File: src/rtl/srx_pkg.sv
// ----------------------------------------------------------------------------
// srx_pkg
// Shared types and constants for the systematic resampling index engine.
// ----------------------------------------------------------------------------
package srx_pkg;

  localparam int WEIGHT_W  = 16;
  localparam int SLOT_W    = 10;
  localparam int SRC_W     = 10;
  localparam int CFG_W     = 11;
  localparam int S_TDATA_W = 32;
  localparam int M_TDATA_W = 16;
  localparam int M_TUSER_W = 2;

  localparam logic [CFG_W-1:0] CFG_RESET = 11'd1024;

  localparam logic OP_LOAD  = 1'b0;
  localparam logic OP_QUERY = 1'b1;

  typedef enum logic [2:0] {
    ST_IDLE,
    ST_READ,
    ST_MULT,
    ST_CMP,
    ST_OUT
  } srx_state_t;

  typedef struct packed {
    logic load_en;
    logic query_start;
    logic rd_en;
    logic mul_en;
    logic cmp_en;
    logic out_load;
  } srx_cmd_t;

  typedef struct packed {
    logic set_complete;
    logic search_done;
    logic out_full;
  } srx_status_t;

endpackage

File: src/rtl/srx_ctrl.sv
// ----------------------------------------------------------------------------
// srx_ctrl
// Sequencer: takes items, steps the binary search, hands results out.
// ----------------------------------------------------------------------------
module srx_ctrl
  import srx_pkg::*;
(
  input  logic        clk,
  input  logic        rst,
  input  logic        in_valid,
  input  logic        in_op,
  output logic        in_ready,
  input  srx_status_t status,
  output srx_cmd_t    cmd
);

  srx_state_t state;
  srx_state_t state_next;
  logic       accept;

  assign accept = in_valid && in_ready;

  always_ff @(posedge clk) begin
    if (rst) begin
      state <= ST_IDLE;
    end else begin
      state <= state_next;
    end
  end

  always_comb begin
    state_next = state;
    unique case (state)
      ST_IDLE: begin
        if (accept && in_op == OP_QUERY) begin
          // no complete set: answer straight away
          state_next = status.set_complete ? ST_READ : ST_OUT;
        end
      end
      ST_READ: begin
        state_next = status.search_done ? ST_OUT : ST_MULT;
      end
      ST_MULT: state_next = ST_CMP;
      ST_CMP:  state_next = ST_READ;
      ST_OUT: begin
        if (!status.out_full) begin
          state_next = ST_IDLE;
        end
      end
      default: state_next = ST_IDLE;
    endcase
  end

  always_comb begin
    in_ready = 1'b0;
    cmd      = '0;
    unique case (state)
      ST_IDLE: begin
        in_ready        = 1'b1;
        cmd.load_en     = accept && in_op == OP_LOAD;
        cmd.query_start = accept && in_op == OP_QUERY;
      end
      ST_READ: cmd.rd_en    = !status.search_done;
      ST_MULT: cmd.mul_en   = 1'b1;
      ST_CMP:  cmd.cmp_en   = 1'b1;
      ST_OUT:  cmd.out_load = !status.out_full;
      default: cmd          = '0;
    endcase
  end

endmodule

File: config.mk
export PLATFORM = sky130hd
export DESIGN_NAME = srx_ctrl
export DESIGN_NICKNAME = d
export VERILOG_FILES = /design/src/rtl/srx_pkg.sv /design/src/rtl/srx_ctrl.sv
export SDC_FILE = /design/constraint.sdc
export NUM_CORES = 1
export LEC_CHECK = 0
export ABC_AREA = 1
export BUFFER_PORTS_ARGS = -buffer_cell sky130_fd_sc_hd__buf_4
export CORE_AREA = 2 2 39 41
export CTS_CLUSTER_DIAMETER = 80
export DETAILED_ROUTE_END_ITERATION = 8
export DIE_AREA = 0 0 41 43
export GPL_TIMING_DRIVEN = 0
export PLACE_DENSITY = 0.45
export REMOVE_ABC_BUFFERS = 1
export SYNTH_ARGS = -nofsm -noshare
export SYNTH_HDL_FRONTEND = slang
export SYNTH_SLANG_ARGS = --single-unit
File: constraint.sdc
create_clock -name clk -period 1 [get_ports clk]
set_input_delay 0.15 -clock clk [delete_from_list [all_inputs] [get_ports clk]]
set_output_delay 0.15 -clock clk [all_outputs]
set_load 0.02 [all_outputs]
==> results.md <==
* Critical Path Sink Type: primary output
* CTS Root Buffer Type: clkbuf_4
* Register area share after synthesis at 0.250
* Net Sw Frac at 0.339
* Crit. Startpoint: state[1]
* Clk pin slew, worst setup/hold paths at roughly 0.040 ns
* Crit path required time at around 0.85 ns
* Crit Path Class: reg2out
* DIE AREA at 1760 µm²
* Final Max Slew Viols at 0
* FMAX at between 800 and 900 MHz
* Core area at 1380 µm²
* CP bufs+invs at 1
* Hold Startpoint: rst
* First-pass GRT wire length at approximately 1.0 mm
* Hold/Removal Path Class: in2reg
* Max-cap viol count at 0
* Rows at 14
* N_diodes at 0
* Cell family with most CP delay: flip-flops
* H-tree Lvls at 1
* Clock skew at between 0.001 and 0.0015 ns
* Fraction of layout cells with a size suffix above 1 at 0.667
* Initial antenna violation count at 0
* Area growth syn-to-layout at 90.6%
* CP startpoint kind: flip-flop
* Slowest CP cell: dfxtp_2
* Sinks on Clock Net at 3
* Detail Route Antenna Nets at 0
* Syn Area/Cell at around 6.7 µm²
* Die Ht at approximately 43 µm
* Top Registers: state x3
* Critical Path Fanout Max at 3
* Clock power frac at 0.352
* Nets at 65
* Min Clock Period, post-route at ~1.2 ns
* Worst vdd ir at about 0.00045 V
* Initial Utilization at 0.174
* Drt total wl at around 720 µm
* Wire per inst at 9.84 µm
* Final Worst Setup Slack at -0.234 ns
* DRC errors left at 0
* Most flops, register: state
* Comb pwr share at 0.400
* Max clock buf depth at 2
* Initial drt markers at 0
* RR Startpoint: state[1]
* Post-synth design cell area at approximately 240 µm²
* CTS tree: done
* Global Route Usage Sum at 0.0893
* Status: complete, but fails checks
* Int Pwr at between 0.3 and 0.4 mW
* Die W at slightly above 40 µm
* Grt ovf at 0
* Largest net degree at the start of global routing at 8
* Total leakage power at about 0.22 nW
* GPL Wtd Cong at approximately 0.63
* Final hold vios at 0
* Yosys cell types at 17
* Inserted Clock Buffers at 3
* Psw at 0.202 mW
* Number of global-route vias before repair at approximately 290
* Max incr delay on CP at between 0.3 and 0.4 ns
* Post-CTS Hold Buffers at 0
* Detailed Routing Iterations Pass 1 at 1
* Ports at 14
* FF-to-FF setup slack at roughly 0.02 ns
* Seq pwr share at 0.248
* Hpwl dp at between 400 and 500 µm
* Final Setup Violations at 7
* Pwr/cell area at roughly 1300 nW/µm²
* WP data arrival at 1.08 ns
* IO buf count at 13
* Skew-Pair Late Insertion Delay at approximately 0.23 ns
* Mean number of vias per cell at around 4.0
* Slew margin rel. at 0.824
* Cells after synthesis at 36
* Critical path, cell by cell: nor4_2 > buf_4
* Pwr Total at roughly 0.6 mW
* Number of flip-flops in the largest register at 3
* Seq cells post-synth at 3
* Worst Max-Slew Pin Slew at roughly 0.26 ns
* Ys Warns at 0
* Vias at about 300
* Post-place setup slack at -0.134 ns
* RSZ-0062 raised after global routing: true
* Tcrit/Tclk final at 1.23
* Failing checks: setup timing
-- path summary, 6_finish.rpt --
path                                  to  cells past startpoint
worst max-delay path              cmd[3]                      2
worst min register to register  state[0]                      3
worst max register to register  state[0]                      5
worst min-delay path            state[2]                      2
-- cells by family (layout without fill, tap and decap cells) --
logic type / after synthesis / count (layout) / synth area share
AO/OA/AOI/OAI: 4 / 4 / 0.146
buffers and inverters: 8 / 29 / 0.125
flip-flops: 3 / 3 / 0.250
AND/OR/NAND/NOR: 21 / 21 / 0.479
-- cell type report --
type / count / area [µm²]
fillers: 159 / 926
multi-input cells: 25 / 179
repair buffers: 17 / 131
flip-flops and latches: 3 / 66.3
inverters: 8 / 35.0
clock buffers: 4 / 26.3
well taps: 16 / 20.0
-- layout by cell type, fill, tap and decap left out --
master,synthesis,layout
a21oi_1,2,2
a21oi_2,1,1
buf_4,0,16
buf_6,0,1
clkbuf_1,0,1
clkbuf_4,0,3
dfxtp_2,0,2
dfxtp_4,0,1
inv_1,6,6
inv_4,0,2
nand2_1,3,1
nand2_2,1,3
nand2_4,1,1
nand3_1,2,1
nand3_2,1,2
nand4_1,1,1
nor2_1,7,6
nor2_2,1,1
nor2_4,1,2
nor3_1,2,1
nor3_2,0,1
nor4_2,0,1
o21ai_4,1,1
-- metrics by stage --
stage	hold slack, ns	instance area, µm²	std cells	TNS (ns)	utilization
global placement	0.334	358	65	-0.408	0.259
CTS	0.0748	435	73	-1.53	0.315
global route	0.0711	458	73	-1.92	0.331
detailed placement	0.330	358	65	-0.384	0.259
floorplan	0.212	240	36	-0.901	-
finish	0.0821	458	73	-1.44	0.331
-- power by group through the flow --
stage	sequential, mW	clock (mW)	combinational, mW
final	0.148	0.210	0.239
after global routing	0.149	0.246	0.258
after CTS	0.147	0.222	0.226
after detailed placement	0.147	0	0.188
after global placement	0.148	0	0.189
after floorplan	0.144	0	0.123
-- synth_stat cells, drive strengths merged --
cell type  number  share of area
nor2            9           0.18
nor4            1          0.026
o21ai           1          0.068
dfxtp           3           0.25
nand2           5           0.12
nand4           1          0.026
nand3           3          0.083
inv             8           0.13
a21oi           3          0.078
nor3            2          0.042
-- routing by layer --
metal / global-route usage / vias up / part of all wire
met5: 0 / - / 0
met3: 0.0314 / 0 / 0.054
met4: 0.0600 / 0 / 0
met1: 0.0801 / 131 / 0.35
met2: 0.153 / 8 / 0.59
li1: - / 156 / -
-- timing repair --
item | 4_1_cts | 5_1_grt
resized for setup | 8 | 6
endpoints found under the setup margin | 7 | 9
buffers inserted | 4 | 0
pin swaps | 4 | 4
No activity file was read; power rests on OpenSTA's default activity.
